--- src/hdl/uvst_pkg.sv ---
// Shared types, constants and tables of the UV sphere tessellator.
`timescale 1ns / 1ps

package uvst_pkg;

    localparam int MAX_DIV      = 255;
    localparam int IDX_W        = 24;
    localparam int CORDIC_STEPS = 24;
    localparam int ANG_Q_BITS   = 33;
    localparam int UNIT_Q_BITS  = 17;
    localparam int SQRT_STEPS   = 32;

    localparam logic signed [33:0] CORDIC_GAIN = 34'sd652032874;
    localparam logic [63:0]        TAN_THRESH  = 64'd11529215046;

    typedef enum logic [3:0] {
        ST_IDLE, ST_DIVA, ST_DIVB, ST_CORA, ST_CORB,
        ST_MUL, ST_TSEL, ST_SQRT, ST_DIVT, ST_EMIT
    } t_state;

    typedef enum logic [2:0] {
        KIND_POS = 3'd0, KIND_NRM = 3'd1, KIND_TAN = 3'd2,
        KIND_COL = 3'd3, KIND_TRI = 3'd4
    } t_kind;

    typedef enum logic [2:0] {
        CFG_CX = 3'd0, CFG_CY = 3'd1, CFG_CZ = 3'd2, CFG_RAD = 3'd3,
        CFG_LON = 3'd4, CFG_LAT = 3'd5, CFG_COL = 3'd6
    } t_cfg_idx;

    typedef enum logic [2:0] {
        REC_POS, REC_NRM, REC_TAN, REC_COL, REC_UP, REC_LO
    } t_rec;

    // multiplier schedule: operands issued at each step
    typedef enum logic [3:0] {
        MS_NX, MS_NY, MS_PX, MS_PY, MS_PZ, MS_ZZ, MS_XX, MS_YY,
        MS_RI, MS_RI1, MS_ADV, MS_END
    } t_mstep;

    typedef struct packed {
        logic busy;
        logic done;
    } t_unit_stat;

    // atan(2^-k) in units of 2^-32 turn
    function automatic logic [29:0] atan_turn(input logic [4:0] k);
        logic [29:0] v;
        case (k)
            5'd0:  v = 30'd536870912;
            5'd1:  v = 30'd316933406;
            5'd2:  v = 30'd167458907;
            5'd3:  v = 30'd85004756;
            5'd4:  v = 30'd42667331;
            5'd5:  v = 30'd21354465;
            5'd6:  v = 30'd10679838;
            5'd7:  v = 30'd5340245;
            5'd8:  v = 30'd2670163;
            5'd9:  v = 30'd1335087;
            5'd10: v = 30'd667544;
            5'd11: v = 30'd333772;
            5'd12: v = 30'd166886;
            5'd13: v = 30'd83443;
            5'd14: v = 30'd41722;
            5'd15: v = 30'd20861;
            5'd16: v = 30'd10430;
            5'd17: v = 30'd5215;
            5'd18: v = 30'd2608;
            5'd19: v = 30'd1304;
            5'd20: v = 30'd652;
            5'd21: v = 30'd326;
            5'd22: v = 30'd163;
            5'd23: v = 30'd81;
            default: v = 30'd0;
        endcase
        return v;
    endfunction

endpackage

--- src/hdl/uvst_div.sv ---
// Bit-serial restoring divider, one quotient bit per cycle.
`timescale 1ns / 1ps

module uvst_div (
    input  logic                     i_clk,
    input  logic                     i_rst_n,
    input  logic                     i_start,
    input  logic [47:0]              i_num,
    input  logic [31:0]              i_den,
    input  logic [5:0]               i_steps,
    output logic [32:0]              o_quo,
    output uvst_pkg::t_unit_stat     o_stat
);

    logic [31:0] r_rem, r_den;
    logic [47:0] r_low;
    logic [32:0] r_q;
    logic [5:0]  r_cnt;
    logic        r_busy, r_done;

    logic [32:0] trial;
    logic        ge;

    // quotient must fit in i_steps bits, so the top part is below the divisor
    assign trial = {r_rem, r_low[47]};
    assign ge    = trial >= {1'b0, r_den};

    always_ff @(posedge i_clk) begin
        if (!i_rst_n) begin
            r_busy <= 1'b0;
            r_done <= 1'b0;
        end else begin
            r_done <= 1'b0;
            if (i_start) begin
                r_busy <= 1'b1;
            end else if (r_busy && r_cnt == 6'd1) begin
                r_busy <= 1'b0;
                r_done <= 1'b1;
            end
        end
    end

    always_ff @(posedge i_clk) begin
        if (i_start) begin
            r_rem <= 32'(i_num >> i_steps);
            r_low <= i_num << (6'd48 - i_steps);
            r_den <= i_den;
            r_q   <= '0;
            r_cnt <= i_steps;
        end else if (r_busy) begin
            r_rem <= ge ? 32'(trial - {1'b0, r_den}) : trial[31:0];
            r_q   <= {r_q[31:0], ge};
            r_low <= r_low << 1;
            r_cnt <= r_cnt - 6'd1;
        end
    end

    assign o_quo       = r_q;
    assign o_stat.busy = r_busy;
    assign o_stat.done = r_done;

endmodule

--- config.mk ---
export PLATFORM = sky130hd
export DESIGN_NAME = uvst_div
export DESIGN_NICKNAME = d
export VERILOG_FILES = /design/src/hdl/uvst_pkg.sv /design/src/hdl/uvst_div.sv
export SDC_FILE = /design/constraint.sdc
export NUM_CORES = 1
export LEC_CHECK = 0
export BUFFER_PORTS_ARGS = -buffer_cell sky130_fd_sc_hd__buf_4
export CAP_MARGIN = 40
export CORE_ASPECT_RATIO = 0.8
export CORE_MARGIN = 1
export CORE_UTILIZATION = 58
export DETAILED_ROUTE_END_ITERATION = 6
export GPL_TIMING_DRIVEN = 0
export PLACE_DENSITY = 0.79
export SYNTH_ARGS = -nofsm -noshare
export SYNTH_HDL_FRONTEND = slang
export SYNTH_SLANG_ARGS = --single-unit
--- constraint.sdc ---
create_clock -name i_clk -period 4.8 [get_ports i_clk]
set_clock_uncertainty 0.2 [all_clocks]
set_input_delay 0.96 -clock i_clk [delete_from_list [all_inputs] [get_ports i_clk]]
set_output_delay 0.96 -clock i_clk [all_outputs]
set_load 0.03 [all_outputs]
Word level (Yosys, flattened, before mapping)
Index checks and enable logic that the tools add are counted.

word-level totals
  logic and storage cells = 29
  flip-flop bits (word level) = 153
  input port bits = 89
  output and inout bits = 35

cells by class
  $add $sub $neg = 3
  bitwise logic cells = 1
  eq/ne operators = 1
  shifts and indexed selects = 2
  mux-type cells = 10
  reductions and logical operators = 4
  $lt $le $gt $ge = 1

operator list
  kind                   count
  $mux W32               3
  $mux W48               2
  $shl A48 B6 Y48        1
  $shr A48 B6 Y32        1
  $ge A33 B32 Y1         1
  $sub A32 B32 Y32       1
  $mux W6                2
  $eq A6 B1 Y1 const B   1
  $sub A6 B1 Y6 const B  1
  $sub A6 B6 Y6 const A  1
  $reduce_bool A2 Y1     2
  $mux W1                3
  $reduce_or A2 Y1       1
  $logic_and A1 B1 Y1    1
  $not A1 Y1             1

Longest topological paths before layout
  depth in word-level cells = 4
  gate-level depth with buffers = 16
  gate-level depth less buffers = 12

Worst setup path before layout
Ideal clock, no wire load.

  path type = input to register
  from = input i_steps[0]
  to = register r_low[38], data pin
  buffers on the path = 6
  setup time = 0.270 ns
  arrival time = 3.562 ns
  setup slack = 0.767 ns
  required time = 4.330 ns
  stages on the path = 15
  cells stage by stage = buf_4 -> buf_6 -> inv_1 -> buf_6 -> buf_4 -> ha_1 -> buf_2 -> buf_1 -> mux4_2 -> mux2i_1 -> nand2_1 -> o21ai_0 -> o21ai_0 -> a22oi_1 -> a21oi_1

between the ends
  word-level cells in the longest chain between the ends = 3

ends and longest elaborated chain
  what                  RTL line        RTL
  from (decl)           uvst_div.sv:10  input logic [5:0] i_steps,
  $sub A6 B6 Y6         uvst_div.sv:46  r_low <= i_num << (6'd48 - i_steps);
  $shl A48 B6 Y48       uvst_div.sv:46
  $mux W48              uvst_div.sv:44  if (i_start) begin
  to (signal assigned)  uvst_div.sv:46
  to (signal assigned)  uvst_div.sv:53  r_low <= r_low << 1;
  to (decl)             uvst_div.sv:16  logic [47:0] r_low;

No other way between the ends.
A chain may end at the register's enable or synchronous reset.

Worst setup path in the final report
  from = input i_steps[0]
  to = register r_low[47], data pin

The elaborated chain is that of the path after synthesis.

==> flow_summary.toml <==
[status]
outcome = "finished, violations left"
violations = "design-rule violations, negative setup slack"

[floorplan]
rows = 49
core_sq_mm = 0.0227
dieWidth_microns = 173
fp.dieH_microns = 139
die-area_sq_mm = 0.0240
start_util_pct = 59.7
pin_count = 124

[yosys]
avgSynthCellArea_sq_um = 9.43
synthArstFlopShare_pct = 0
synth-edff-count = 118
synth_area_leaders = "edfxtp_1, mux4_2, mux2i_1"
yosys.cell_count.top_type = "nand2_1"
ys_warn_count = 0
synth_commonest_cells = "nand2_1, mux2i_1, nor2_1, edfxtp_1, inv_1"
syn-cell-area_sq_mm = 0.0135
seq_area_frac_synth_pct = 31.4
synthFlopType = "edfxtp_1"
synth.net_count = 1560
synth_top_area_share_pct = 26.2
postSynthCellCount = 1435
synth_top_cell_by_area = "edfxtp_1"
synth_cell_types = 78
ys_ff_latch = 153

[routing]
drc = 9
first_iter_violations = 1887
wl_per_cell_microns = 23.7
routed_wl_microns = 45000
via_per_inst = 6.81
ant_nets = 0
via_count = 12892
firstDrtPassIters = 7

[place]
post_dp_cell_area_sq_mm = 0.0148
io_buffers = 120
gp_congestion = 1.07
dp.final_hpwl_microns = 34600

[global_routing]
top_usage_layer = "met2"
grt_max_degree = 53
met3_usage_pct = 11.8
grt_util_met1_pct = 51.8
track_usage_pct = 37.5
grt_pass1_vias = 12237
grt_overflow_total = 0
grt_use_met2_pct = 54.6
grt_pass1_wl_microns = 69200
antenna_found_initial = 1

[pwr]
power_leakage_nw = 6.38
vdd_ir_drop_max_mv = 0.351
p_per_area_mw_per_mm2 = 423

[cts]
clkSinkCount = 153
post_cts_buffers = 0
cts_max_level = 4
holdBufCountCts = 0
cts_root_buf = "clkbuf_16"
clk_pin_slew_ps = 70
numCtsBuffers = 17
cts_buffer_depth = 2
clock_latency_ps = 440
cts_tree = "done"

[timing]
worstMarginPinSlew_ps = 897
tns_ps = -108
hold_viol_final = 0
setup_viol = 2
fin_hold_ws_ps = 307
period_needed_ps = 4890
slew_headroom_pct = 39.7
min_period_over_period_pct = 102
max_freq_mhz = 204
finalWorstSetupSlack_ps = -90.2
grt_setup_unrepaired = "no"
slew_viol_final = 0

[critical_path]
path_class = "input port to flop"
critPathMaxStageDelay_ps = 730
required_ps = 4800
worstPathCellList = "buf_4 -> buf_6 -> inv_1 -> buf_6 -> buf_4 -> ha_1 -> mux2_2 -> o21ai_0 -> o21ai_0 -> o21ai_0 -> o221ai_1 -> o21a_1"
crit_path_top_delay_cell = "o21ai_0"
cp-start-kind = "input port"
cpMostUsedCell = "o21ai_0"
path_max_fanout = 10
crit_family = "compound AO/OA/AOI/OAI gates"
arrival_ps = 4890
endpoint_kind = "flop"
worst-path-buf-inv = 5

[min_path]
hp-class = "flop to flop"

[layout]
num_antenna_cells = 0
nets = 1700
utilization_pct = 68.1
area_growth_syn_to_layout_pct = 14.1
final_layout_size_suffix_gt1_share_pct = 21.0
fillers = 1859
design_area_sq_mm = 0.0154

[flow_run]
max_cap_violations = 0
layout by cell type, fill, tap and decap left out, types with 9 or more instances in the layout:
cell | netlist | routed
ha_1 | 35 | 35
xnor2_1 | 25 | 25
buf_4 | 14 | 134
mux2i_1 | 142 | 142
inv_1 | 90 | 90
nand2_1 | 164 | 164
a21oi_1 | 80 | 80
nand3_1 | 14 | 14
dfxtp_1 | 35 | 35
mux4_2 | 76 | 76
o221ai_1 | 9 | 9
o21a_1 | 13 | 13
mux2_2 | 31 | 31
clkbuf_1 | 50 | 51
clkbuf_16 | 0 | 17
edfxtp_1 | 118 | 118
a21o_1 | 20 | 20
buf_2 | 30 | 30
a31oi_1 | 15 | 15
o22ai_1 | 47 | 47
a211oi_1 | 13 | 13
nor3_1 | 14 | 14
xor2_1 | 10 | 10
buf_1 | 11 | 11
o211ai_1 | 12 | 12
a22oi_1 | 12 | 12
nand4_1 | 12 | 12
o21ai_0 | 87 | 85
nor2_1 | 137 | 137
path summary, 6_finish.rpt:
check,from,slack [ps],to,depth (start not counted)
min,o_quo[32],310,o_quo[32],2
min reg2reg,o_quo[32],310,o_quo[32],2
max reg2reg,r_low[47],1270,r_rem[22],13
max,i_steps[0],-90,r_low[47],12
cell families after synthesis:
group,count (synthesis),synth area share (%)
adder cells (fa/ha/maj),36,3.38
buffers and inverters,206,6.97
AND/OR/NAND/NOR,387,12.4
XOR/XNOR,39,2.75
flip-flops,153,31.4
AO/OA/AOI/OAI,363,17.2
multiplexers,251,26.0
worst min-delay path: stages (launching register included):
cell,delay (ps)
dfxtp_1,330
mux2i_1,70
nor2_1,70
stage by stage:
stage	setup WS [ps]	power (W)	cells
finish	-90.2	0.00653	1894
global route	3.04	0.00682	1894
CTS	38.9	0.00643	1894
detailed placement	-436	0.00504	1862
global placement	-480	0.00498	1861
floorplan	767	0.00423	1435
final cells by class:
| type | count | area [sq um] | area share [%] |
|---|---|---|---|
| buffer | 115 | 602 | 3.90 |
| clock buffer | 18 | 429 | 2.78 |
| clock inverter | 14 | 161 | 1.05 |
| inverter | 91 | 342 | 2.21 |
| multi-input combinational | 1076 | 8350 | 54.1 |
| sequential | 153 | 4240 | 27.5 |
| tap | 306 | 383 | 2.48 |
| timing repair buffer | 121 | 928 | 6.01 |
registers in the layout, summed over array words and instances (netlist names):
signal,cells
r_low,48
o_quo,33
r_den,32
r_rem,32
r_cnt,6
r_busy,1
r_done,1
where the power goes:
group | internal, W | switching (W) | total (W)
Sequential | 0.00170 | 0.000114 | 0.00181
Clock | 0.000781 | 0.000586 | 0.00137
Combinational | 0.00140 | 0.00195 | 0.00334
Total | 0.00388 | 0.00265 | 0.00653
repair_timing:
action,in CTS,in global routing
setup endpoints to repair,0,4
gates resized for setup,0,2
endpoints found under the hold margin,0,0
metal layers:
metal	up-vias	part of all wire, %
met5	-	0.20
met4	4	3.6
met3	154	15
met2	1047	42
met1	6053	40
li1	5634	-
Power figures use the tool's default switching activity.
