File: src/hdl/uvst_pkg.sv
// Shared types, constants and tables of the UV sphere tessellator.
`timescale 1ns / 1ps

package uvst_pkg;

    localparam int MAX_DIV      = 255;
    localparam int IDX_W        = 24;
    localparam int CORDIC_STEPS = 24;
    localparam int ANG_Q_BITS   = 33;
    localparam int UNIT_Q_BITS  = 17;
    localparam int SQRT_STEPS   = 32;

    localparam logic signed [33:0] CORDIC_GAIN = 34'sd652032874;
    localparam logic [63:0]        TAN_THRESH  = 64'd11529215046;

    typedef enum logic [3:0] {
        ST_IDLE, ST_DIVA, ST_DIVB, ST_CORA, ST_CORB,
        ST_MUL, ST_TSEL, ST_SQRT, ST_DIVT, ST_EMIT
    } t_state;

    typedef enum logic [2:0] {
        KIND_POS = 3'd0, KIND_NRM = 3'd1, KIND_TAN = 3'd2,
        KIND_COL = 3'd3, KIND_TRI = 3'd4
    } t_kind;

    typedef enum logic [2:0] {
        CFG_CX = 3'd0, CFG_CY = 3'd1, CFG_CZ = 3'd2, CFG_RAD = 3'd3,
        CFG_LON = 3'd4, CFG_LAT = 3'd5, CFG_COL = 3'd6
    } t_cfg_idx;

    typedef enum logic [2:0] {
        REC_POS, REC_NRM, REC_TAN, REC_COL, REC_UP, REC_LO
    } t_rec;

    // multiplier schedule: operands issued at each step
    typedef enum logic [3:0] {
        MS_NX, MS_NY, MS_PX, MS_PY, MS_PZ, MS_ZZ, MS_XX, MS_YY,
        MS_RI, MS_RI1, MS_ADV, MS_END
    } t_mstep;

    typedef struct packed {
        logic busy;
        logic done;
    } t_unit_stat;

    // atan(2^-k) in units of 2^-32 turn
    function automatic logic [29:0] atan_turn(input logic [4:0] k);
        logic [29:0] v;
        case (k)
            5'd0:  v = 30'd536870912;
            5'd1:  v = 30'd316933406;
            5'd2:  v = 30'd167458907;
            5'd3:  v = 30'd85004756;
            5'd4:  v = 30'd42667331;
            5'd5:  v = 30'd21354465;
            5'd6:  v = 30'd10679838;
            5'd7:  v = 30'd5340245;
            5'd8:  v = 30'd2670163;
            5'd9:  v = 30'd1335087;
            5'd10: v = 30'd667544;
            5'd11: v = 30'd333772;
            5'd12: v = 30'd166886;
            5'd13: v = 30'd83443;
            5'd14: v = 30'd41722;
            5'd15: v = 30'd20861;
            5'd16: v = 30'd10430;
            5'd17: v = 30'd5215;
            5'd18: v = 30'd2608;
            5'd19: v = 30'd1304;
            5'd20: v = 30'd652;
            5'd21: v = 30'd326;
            5'd22: v = 30'd163;
            5'd23: v = 30'd81;
            default: v = 30'd0;
        endcase
        return v;
    endfunction

endpackage

File: src/hdl/uvst_cordic.sv
// Iterative rotation-mode CORDIC: sine and cosine of an angle in turns.
`timescale 1ns / 1ps

module uvst_cordic (
    input  logic                     i_clk,
    input  logic                     i_rst_n,
    input  logic                     i_start,
    input  logic [31:0]              i_angle,
    output logic signed [33:0]       o_cos,
    output logic signed [33:0]       o_sin,
    output uvst_pkg::t_unit_stat     o_stat
);

    logic signed [33:0] r_x, r_y, r_z;
    logic [4:0]         r_k;
    logic               r_flip, r_busy, r_done;

    logic [31:0]        a_plus, a_rot;
    logic               flip;
    logic signed [33:0] dx, dy, at;

    assign a_plus = i_angle + 32'h4000_0000;
    assign flip   = a_plus[31];
    assign a_rot  = flip ? (i_angle ^ 32'h8000_0000) : i_angle;
    assign dx     = r_y >>> r_k;
    assign dy     = r_x >>> r_k;
    assign at     = $signed({4'b0, uvst_pkg::atan_turn(r_k)});

    always_ff @(posedge i_clk) begin
        if (!i_rst_n) begin
            r_busy <= 1'b0;
            r_done <= 1'b0;
        end else begin
            r_done <= 1'b0;
            if (i_start) begin
                r_busy <= 1'b1;
            end else if (r_busy && r_k == 5'(uvst_pkg::CORDIC_STEPS - 1)) begin
                r_busy <= 1'b0;
                r_done <= 1'b1;
            end
        end
    end

    always_ff @(posedge i_clk) begin
        if (i_start) begin
            r_flip <= flip;
            r_x    <= uvst_pkg::CORDIC_GAIN;
            r_y    <= '0;
            r_z    <= {{2{a_rot[31]}}, a_rot};
            r_k    <= '0;
        end else if (r_busy) begin
            if (!r_z[33]) begin
                r_x <= r_x - dx;
                r_y <= r_y + dy;
                r_z <= r_z - at;
            end else begin
                r_x <= r_x + dx;
                r_y <= r_y - dy;
                r_z <= r_z + at;
            end
            r_k <= r_k + 5'd1;
        end
    end

    assign o_cos       = r_flip ? -r_x : r_x;
    assign o_sin       = r_flip ? -r_y : r_y;
    assign o_stat.busy = r_busy;
    assign o_stat.done = r_done;

endmodule

File: config.mk
export PLATFORM = sky130hd
export DESIGN_NAME = uvst_cordic
export DESIGN_NICKNAME = d
export VERILOG_FILES = /design/src/hdl/uvst_pkg.sv /design/src/hdl/uvst_cordic.sv
export SDC_FILE = /design/constraint.sdc
export NUM_CORES = 1
export LEC_CHECK = 0
export BUFFER_PORTS_ARGS = -buffer_cell sky130_fd_sc_hd__buf_2
export CORE_ASPECT_RATIO = 1.1
export CORE_MARGIN = 8
export CORE_UTILIZATION = 55
export CTS_CLUSTER_SIZE = 16
export DETAILED_ROUTE_END_ITERATION = 16
export PLACE_DENSITY = 0.73
export SYNTH_ARGS = -nofsm -noshare
export SYNTH_HDL_FRONTEND = slang
export SYNTH_SLANG_ARGS = --single-unit
File: constraint.sdc
create_clock -name i_clk -period 7.1 [get_ports i_clk]
set_clock_uncertainty 0.15 [all_clocks]
set_input_delay 0.71 -clock i_clk [delete_from_list [all_inputs] [get_ports i_clk]]
set_output_delay 0.71 -clock i_clk [all_outputs]
set_load 0.02 [all_outputs]
* Yosys cells after proc, flatten, opt, wreduce, memory -nomap -nowiden
Memories as Yosys holds them, arrays and structs flattened. A register that Yosys moved wholly into a read port is not among the register bits.
Index checks and enable logic that the tools add are counted.
** Word-level totals
- Flip-flop bits (word level) :: 110
- ROM bits :: 960
- Input bits :: 35
- Output and inout port bits :: 70
- Word-level logic and storage cells :: 40
- Memories kept :: 1
** Operators by class
- Add/subtract/negate cells :: 10
- Equality and inequality tests :: 1
- Shift operators :: 2
- Multiplexer cells :: 13
- Bitwise operators :: 2
- Reduce and logical (&&, ||, !) cells :: 4
** Memory list
- (name not given) :: words 32, width 30, rd ports 1, clocked after memory_dff 1, write ports 0, RTL line uvst_pkg.sv:49 : case (k)
** Operators by type and width (number)
- $mux W34 :: 7
- $add A34 B34 Y34 :: 2
- $neg A34 Y34 :: 2
- $sshr A34 B5 Y34 :: 2
- $sub A34 B34 Y34 :: 2
- $add A34 B31 Y34 :: 1
- $sub A34 B31 Y34 :: 1
- $add A32 B31 Y32 const B :: 1
- $mux W32 :: 1
- $mux W5 :: 2
- $add A5 B1 Y5 const B :: 1
- $eq A5 B5 Y1 const B :: 1
- $reduce_bool A2 Y1 :: 2
- $mux W1 :: 3
- $not A1 Y1 :: 2
- $reduce_or A2 Y1 :: 1
- $logic_and A1 B1 Y1 :: 1

* Logic depth before layout (Yosys ltp)
Gate-level depths: netlist of run 1.
- Word-level depth :: 4
- Gate-level depth with buffers :: 28

* Least setup slack after synthesis of run 1
OpenSTA, ideal clock, no wires.
- Path type :: reg2reg
- Start :: register r_k[1]
- End :: register r_y[33]
- Setup time :: 0.123 ns
- Arrival time :: 5.297 ns
- Data required time :: 6.827 ns
- Path slack :: 1.529 ns
- Stages on the path, launching flop included :: 26
- Path buffers :: 3
- Period minus slack after synthesis :: 5.571 ns
- Path through :: dfxtp_1 buf_4 buf_2 buf_2 mux2i_1 mux2i_1 a221o_1 nor2_1 ha_1 nand2_1 nor4_1 and3_1 nor2_1 xnor2_1 ha_1 nand2_1 o21a_1 a21oi_1 a21oi_1 o31a_1 o21ai_0 a21oi_1 o211ai_1 a21boi_0 mux2i_1 mux2_1
** Between the ends
- Longest elaborated chain between the ends :: 3
** RTL lines
- from (decl) :: RTL line uvst_cordic.sv:15 : logic [4:0] r_k;
- from (signal assigned) :: RTL line uvst_cordic.sv:61 : r_k <= r_k + 5'd1;
- $sshr A34 B5 Y34 (*) :: RTL line uvst_cordic.sv:26 : assign dy = r_x >>> r_k;
- $add A34 B34 Y34 or $sub A34 B34 Y34 (tied branches) :: RTL line uvst_cordic.sv:54, uvst_cordic.sv:58
- $mux W34 (*) :: RTL line uvst_cordic.sv:52 : if (!r_z[33]) begin
- to (signal assigned) :: RTL line uvst_cordic.sv:54 : r_y <= r_y + dy;
- to (signal assigned) :: RTL line uvst_cordic.sv:58 : r_y <= r_y - dy;
- to (decl) :: RTL line uvst_cordic.sv:14 : logic signed [33:0] r_x, r_y, r_z;
Every way passes the cells marked *; elsewhere a longest branch is shown, timed or not.
A chain may end at the register's enable or synchronous reset.

* Worst setup path after layout of run 1
- Start :: register r_k[1]
- End :: register r_x[33]
** Between the ends
- Longest elaborated chain between the ends :: 3
** RTL lines
- $sshr A34 B5 Y34 (*) :: RTL line uvst_cordic.sv:25 : assign dx = r_y >>> r_k;
- $sub A34 B34 Y34 or $add A34 B34 Y34 (tied branches) :: RTL line uvst_cordic.sv:53, uvst_cordic.sv:57
- $mux W34 (*) :: RTL line uvst_cordic.sv:52
- to (signal assigned) :: RTL line uvst_cordic.sv:47 : r_x <= uvst_pkg::CORDIC_GAIN;
- to (signal assigned) :: RTL line uvst_cordic.sv:53 : r_x <= r_x - dx;
- to (signal assigned) :: RTL line uvst_cordic.sv:57 : r_x <= r_x + dx;
- to (decl) :: RTL line uvst_cordic.sv:14
Marks and branches as above.

==> metrics.md, run 1 <==
| Metric | Value |
|---|---|
| Maxcap violations | 0 |
| First-pass GRT wire length | 100,300 um |
| Final antenna-violating net count | 0 |
| CTS Buf Count | 17 |
| Die width | 193.1 um |
| Least-Margin Pin Slew | 1.073 ns |
| Most common library cells after synthesis | nand2_1, nor2_1, a21oi_1, o21ai_0, xnor2_1 |
| Worst EP arrival | 6.85 ns |
| Req. time, crit path | 7.31 ns |
| YS warnings | 0 |
| Hold-fix buffers, CTS | 0 |
| RD Place Congestion | 1.046 |
| Cts repair resizes | 0 |
| Final period util | 93.51% |
| Synth Flop Type | dfxtp_1 |
| Crit end category | flip-flop |
| Final slew viol count | 0 |
| Final setup TNS | 0 ns |
| Mux cell area share after synthesis | 17.77% |
| Top-Level Pins | 105 |
| Rel. slew slack | 27.51% |
| FF+latch count, synth | 140 |
| Clock Latency Late Sink | 0.47 ns |
| Switch share | 52.18% |
| Register area share after synthesis | 16.62% |
| Mapped Cells | 2,286 |
| Worst Hold Class | in2reg |
| Synth Area in Adders | 7.706% |
| Initial core utilization | 55.60% |
| Crit path launch | r_k[1]$_SDFFE_PP0P_ |
| Synthesized Nets | 2,436 |
| CTS root buf | clkbuf_16 |
| CTS tree | yes |
| Largest net degree at the start of global routing | 87 |
| Die area | 0.04069 mm^2 |
| Seq pwr share | 15.4% |
| Area grow syn2layout | 6.182% |
| Largest family of logic cells by synthesized area | compound AO/OA/AOI/OAI gates |
| Clock Power Share | 8.4% |
| P_sw | 5.766 mW |
| Fmax | 0.1506 GHz |
| Post-synthesis cell type count | 111 |
| NumNets Final | 2,440 |
| WS Path Type | reg2reg |
| Clock slew at reported path FFs | 0.06 ns |
| Wirelength, routed | 65,050 um |
| Row count | 71 |
| Worst hold start | i_rst_n |
| Pwr/cell area | 548.8 mW/mm^2 |
| Max H-tree Level | 4 |
| Core area | 0.03411 mm^2 |
| Vias per inst | 6.684 |
| EDFF count, synth | 35 |
| Layout cells sized above 1 | 15.85% |
| Cell Area, Synth | 0.01897 mm^2 |
| P_int | 5.285 mW |
| FFs w/ async S/R, synth | 0% |
| Post-synth top area share | 11.08% |
| Synth top area cells | dfxtp_1, mux4_2, ha_1 |
| Reg-to-Reg Start | r_k[1]$_SDFFE_PP0P_ |
| CTS Sinks | 140 |
| Leakage | 8.202 nW |
| Min Clock Period, post-route | 6.640 ns |
| DRT iter0 DRCs | 1,652 |
| Total via count in the routed design | 18,330 |
| Die Y | 210.8 um |
| Comb pwr share | 76.3% |
| Critical path startpoint category | flip-flop |
| RSZ-0062 raised after global routing | false |
| Post-synth top area cell | dfxtp_1 |
| Vias in the first global route | 17,360 |
| Utilization after layout | 59.03% |
| # fillers | 3,165 |
| Area of the multi-input gates | 0.01454 mm^2 |
| Avg Synthesized Cell Area | 8.296 um^2 |
| Storage element area | 0.003168 mm^2 |
| Dpl hpwl | 48,500 um |
| Outcome | finished, final reports clean |
| Peak supply drop | 0.3431 mV |
| Simple-gate share of the synthesized area | 17.56% |
| Slack of the worst reg-to-reg path | 0.46 ns |
| Port bufs | 104 |
| Compound-Gate Fraction of Synth Area | 22.44% |
| Crit Path Max Fanout | 37 |
| TritonRoute pass-1 iters | 5 |
| Most numerous cell in the Yosys netlist | nand2_1 |
| Final Hold Violating Endpoints | 0 |
| Initial antenna violation count | 1 |
| DRC violations left | 0 |
| Wire per inst | 23.72 um |
| GRT Residual Overflow | 0 |
| Xor/xnor share of the synthesized area | 11.18% |
| Post-CTS setup buffer count | 0 |
| GRT Util Overall | 31.50% |
| Setup violators final | 0 |
| Max Root-Sink Buffers | 2 |
logic make-up (layout without fill, tap and decap cells):
logic type      count (synthesis)  after routing
simple gates                  692            692
compound gates                646            646
xor+xnor                      242            242
buf+inv                       238            255
mux                           213            213
flops                         140            140
fa+ha+maj                     115            115
other cells                     0              1
per-stage QoR:
step                setup slack [ns]  hold slack [ns]  cell area, um^2  power (mW)  cells
finish                        0.4605           0.3648            20140       11.05   2742
global route                 0.05356           0.3666            20140       11.90   2741
CTS                           0.3219           0.3474            20090       10.95   2739
detailed placement            0.3832           0.4167            19510       9.959   2707
global placement              0.4804           0.4126            19510       9.781   2707
floorplan                      1.529           0.3571            18970       7.999   2286
critical path, stage by stage (launching register included):
cell	delay, ns
dfxtp_4	0.68
buf_12	0.31
mux4_2	0.55
mux2i_1	0.29
o22ai_1	0.14
nor3_1	0.43
nand4_2	0.30
nand4bb_4	0.36
nor3_2	0.35
a31oi_1	0.15
xnor2_1	0.18
ha_1	0.35
a21o_1	0.21
a21o_1	0.17
a211oi_1	0.31
nand2b_1	0.16
o211ai_1	0.11
o21ai_0	0.30
o21ai_0	0.17
o41ai_1	0.33
xnor2_1	0.20
a21oi_1	0.10
a31o_1	0.21
routing by layer:
layer	global-route usage [%]	vias up	routed length, um
li1	-	8479	-
met1	38.22	8922	26170
met2	53.34	772	31740
met3	4.855	153	4076
met4	16.19	2	3060
met5	0	-	11
power by group through the flow:
stage	clock (mW)	combinational [mW]	sequential, mW
final	0.923	8.43	1.70
after global placement	0	8.11	1.67
after detailed placement	0	8.27	1.69
after CTS	0.934	8.34	1.68
after global routing	0.959	9.22	1.73
after floorplan	0	6.72	1.28
registers in the layout (all words and copies together) (netlist names):
name	flops
r_x	34
r_y	34
r_z	34
at	30
r_k	5
r_busy	1
r_done	1
r_flip	1
path summary, 6_finish.rpt:
check | to | cells after the start
worst max-delay path | r_x[33]$_SDFFE_PP0P_ | 22
worst min-delay path | r_busy$_SDFFE_PN0P_ | 3
worst max register to register | r_x[33]$_SDFFE_PP0P_ | 22
worst min register to register | r_y[0]$_SDFFE_PP0P_ | 2
cells in the final DEF (no fill, tap or decap), types with 13 or more instances in the layout:
cell / netlist / layout
a221oi_1: 13 / 13
buf_2: 27 / 103
nor3_1: 45 / 45
or3_1: 16 / 16
buf_4: 8 / 58
mux4_2: 78 / 78
a31oi_1: 25 / 25
clkbuf_16: 0 / 17
o21ai_0: 146 / 146
and2_1: 15 / 15
o21a_1: 17 / 17
dfxtp_1: 105 / 99
o31ai_1: 23 / 23
nand2_1: 239 / 239
o22ai_1: 14 / 14
a22oi_1: 13 / 13
nand3_1: 37 / 37
a21oi_1: 178 / 178
and3_1: 20 / 20
ha_1: 112 / 112
nor2b_1: 15 / 15
a21o_1: 49 / 49
nor4_1: 15 / 15
xnor2_1: 141 / 141
inv_1: 51 / 51
nand2b_1: 31 / 31
xor2_1: 101 / 101
nor2_1: 184 / 183
mux2_2: 27 / 27
a211oi_1: 26 / 26
mux2i_1: 92 / 92
edfxtp_1: 35 / 35
o21bai_1: 19 / 19
cell type report:
cell class	instances	area share [%]
multi-input combinational	1908	72.20
timing repair buffer	168	5.455
clock buffer	18	2.181
sequential	140	15.73
tap	438	2.721
inverter	55	1.025
clock inverter	14	0.6710
antenna	1	0.01243
(Power assumes the default switching activity.)
==> run 2, diff against run 1 <==
- RECOVER_POWER: default -> 25
==> run 2 against run 1 <==
Effect of this change:
- the run now ends with max-capacitance violations, max-slew violations left
- worst setup slack got worse by 0.0015 ns
- sequential share of layout area about the same
- routed wire length about the same
- design area decreased by 0.17%
- maximum frequency about the same
- sequential power about the same
- highest routed layer unchanged
- critical endpoint unchanged
- clock power about the same
- flip-flop and latch count unchanged
- global-route usage unchanged
- first-iteration DRC count decreased by 0.36%
==> metrics.md, run 2 (synthesized netlist as in run 1, its figures left out) <==
| Metric | Value |
|---|---|
| Outcome | finished with violations |
| Failing checks | max-capacitance violations, max-slew violations |
| Most frequent CP cell | o21ai_0 |
| Layout cells sized above 1 | 15.02% |
| DRT iter0 DRCs | 1,646 |
| Reg-to-Reg Start | r_k[0]$_SDFFE_PP0P_ |
| RD Place Congestion | 1.046 |
| Largest net degree at the start of global routing | 87 |
| WS Path Type | reg2reg |
| Clock slew at reported path FFs | 0.07 ns |
| Maxcap violations | 5 |
| Dpl hpwl | 48,500 um |
| CTS root buf | clkbuf_16 |
| CTS Buf Count | 17 |
| Port bufs | 104 |
| Reg2reg end | r_x[33]$_SDFFE_PP0P_ |
| Final antenna-violating net count | 0 |
| Worst Hold Class | in2reg |
| Final setup TNS | 0 ns |
| Final slew viol count | 256 |
| Vias per inst | 6.686 |
| GRT Residual Overflow | 0 |
| CTS Sinks | 140 |
| Most frequent cells in the layout | nand2_1, nor2_1, a21oi_1 |
| TritonRoute pass-1 iters | 8 |
| Clock Latency Late Sink | 0.47 ns |
| Min Clock Period, post-route | 6.641 ns |
| Setup violators final | 0 |
| DP Area | 0.01951 mm^2 |
| Most common cell after layout, fill and taps aside | nand2_1 |
| Initial core utilization | 55.60% |
| Rel. slew slack | -136.2% |
| Crit end category | flip-flop |
| Critical path startpoint category | flip-flop |
| Die area | 0.04069 mm^2 |
| Hold-fix buffers, CTS | 0 |
| Die Y | 210.8 um |
| Peak supply drop | 0.3432 mV |
| Row count | 71 |
| Total via count in the routed design | 18,330 |
| First-pass GRT wire length | 100,300 um |
| Crit Path Max Fanout | 19 |
| Max Root-Sink Buffers | 2 |
| Top flop regs | r_x: 34 flops, r_y: 34 flops, r_z: 34 flops |
| Core area | 0.03411 mm^2 |
| NumNets Final | 2,440 |
| Wirelength, routed | 64,990 um |
| Slack of the worst reg-to-reg path | 0.46 ns |
| Final Hold Violating Endpoints | 0 |
| Critical path's slowest cell | dfxtp_4 |
| Worst hold start | i_angle[19] |
| Worst EP arrival | 6.85 ns |
| Reg2Reg Depth | 22 |
| Die width | 193.1 um |
| Fmax | 0.1506 GHz |
| Req. time, crit path | 7.31 ns |
| Final Instance Area | 0.02010 mm^2 |
| Least-Margin Pin Slew | 3.543 ns |
| Worst Hold End | r_z[19]$_DFFE_PP_ |
| Top-Level Pins | 105 |
| Area grow syn2layout | 5.997% |
| RSZ-0062 raised after global routing | false |
| Leakage | 8.144 nW |
| Cells along the critical path | buf_4 -> mux4_2 -> a21boi_1 -> o21ai_0 -> a221oi_1 -> nand4_2 -> nand4bb_4 -> nor3_2 -> a31oi_1 -> xnor2_1 -> ha_1 -> a21o_1 -> a21o_1 -> a211oi_1 -> nand2b_1 -> o211ai_1 -> o21ai_0 -> o21ai_0 -> o41ai_1 -> xnor2_1 -> a21oi_1 -> a31o_1 |
| Wire per inst | 23.70 um |
| Vias in the first global route | 17,360 |
| # fillers | 3,180 |
| DRC violations left | 0 |
| Initial antenna violation count | 1 |
| Pwr/cell area | 549.8 mW/mm^2 |
| Worst path max stage delay | 0.63 ns |
| Min-Delay Path Depth | 3 |
| GRT Util Overall | 31.50% |
| CTS tree | yes |
| Final period util | 93.53% |
| Max H-tree Level | 4 |
==> run 2: how the worst max path moves through the flow <==
| stage | slack (ns) | startpoint | to |
|---|---|---|---|
| after floorplan | 1.53 | r_k[1]$_SDFFE_PP0P_ | r_y[33]$_SDFFE_PP0P_ |
| after global placement | 0.48 | r_k[1]$_SDFFE_PP0P_ | r_x[33]$_SDFFE_PP0P_ |
| after detailed placement | 0.38 | r_k[1]$_SDFFE_PP0P_ | r_x[33]$_SDFFE_PP0P_ |
| after CTS | 0.32 | r_k[1]$_SDFFE_PP0P_ | r_x[33]$_SDFFE_PP0P_ |
| after global routing | 0.05 | r_k[1]$_SDFFE_PP0P_ | r_x[33]$_SDFFE_PP0P_ |
| final | 0.46 | r_k[0]$_SDFFE_PP0P_ | r_x[33]$_SDFFE_PP0P_ |
==> run 2: power breakdown <==
part	internal, mW	switching (mW)	leakage [nW]
Sequential	1.13	0.568	1.22
Combinational	3.66	4.77	6.64
Clock	0.498	0.427	0.281
Total	5.28	5.77	8.14
==> run 2: repair_timing <==
action	in CTS	in global routing
resized for setup	0	0
hold endpoints to repair	0	0
buffers inserted	0	2
endpoints found under the setup margin	0	2
==> run 2: layout make-up <==
| class | instances | area [um^2] | share of cell area (%) |
|---|---|---|---|
| well taps | 438 | 548.0 | 2.726 |
| clock inverters | 14 | 135.1 | 0.6722 |
| flip-flops and latches | 140 | 3164 | 15.74 |
| clock buffers | 18 | 439.2 | 2.185 |
| repair buffers | 168 | 1067 | 5.309 |
| diodes | 1 | 2.502 | 0.01245 |
| multi-input cells | 1908 | 14540 | 72.33 |
| inverters | 55 | 206.4 | 1.027 |
==> run 2: layer usage <==
layer	vias to the layer above	share of wire (%)	GRT usage [%]
li1	8476	-	-
met1	8891	40	38.22
met2	794	49	53.34
met3	171	6.7	4.855
met4	2	4.9	16.19
met5	-	0.017	0
==> run 2: per-stage QoR <==
stage | total power, mW | cells | utilization (%) | hold WS, ns | setup slack, ns
after floorplan | 7.999 | 2286 | - | 0.3571 | 1.529
after global placement | 9.781 | 2707 | 57.20 | 0.4126 | 0.4804
after detailed placement | 9.959 | 2707 | 57.20 | 0.4167 | 0.3832
after CTS | 10.95 | 2739 | 58.89 | 0.3474 | 0.3219
after global routing | 11.90 | 2741 | 58.92 | 0.3666 | 0.05263
final | 11.05 | 2742 | 58.93 | 0.3670 | 0.4590
==> run 2: critical path, delay by kind of cell, from the launching register on <==
kind                       cells  cell delay, ns
xor gates and xnor gates       2            0.38
muxes                          1            0.53
and+or+nand+nor                4            1.22
AOI/OAI and AO/OA             13            2.92
buffers and inverters          1            0.34
adders and majority gates      1            0.35
DFF                            1            0.63
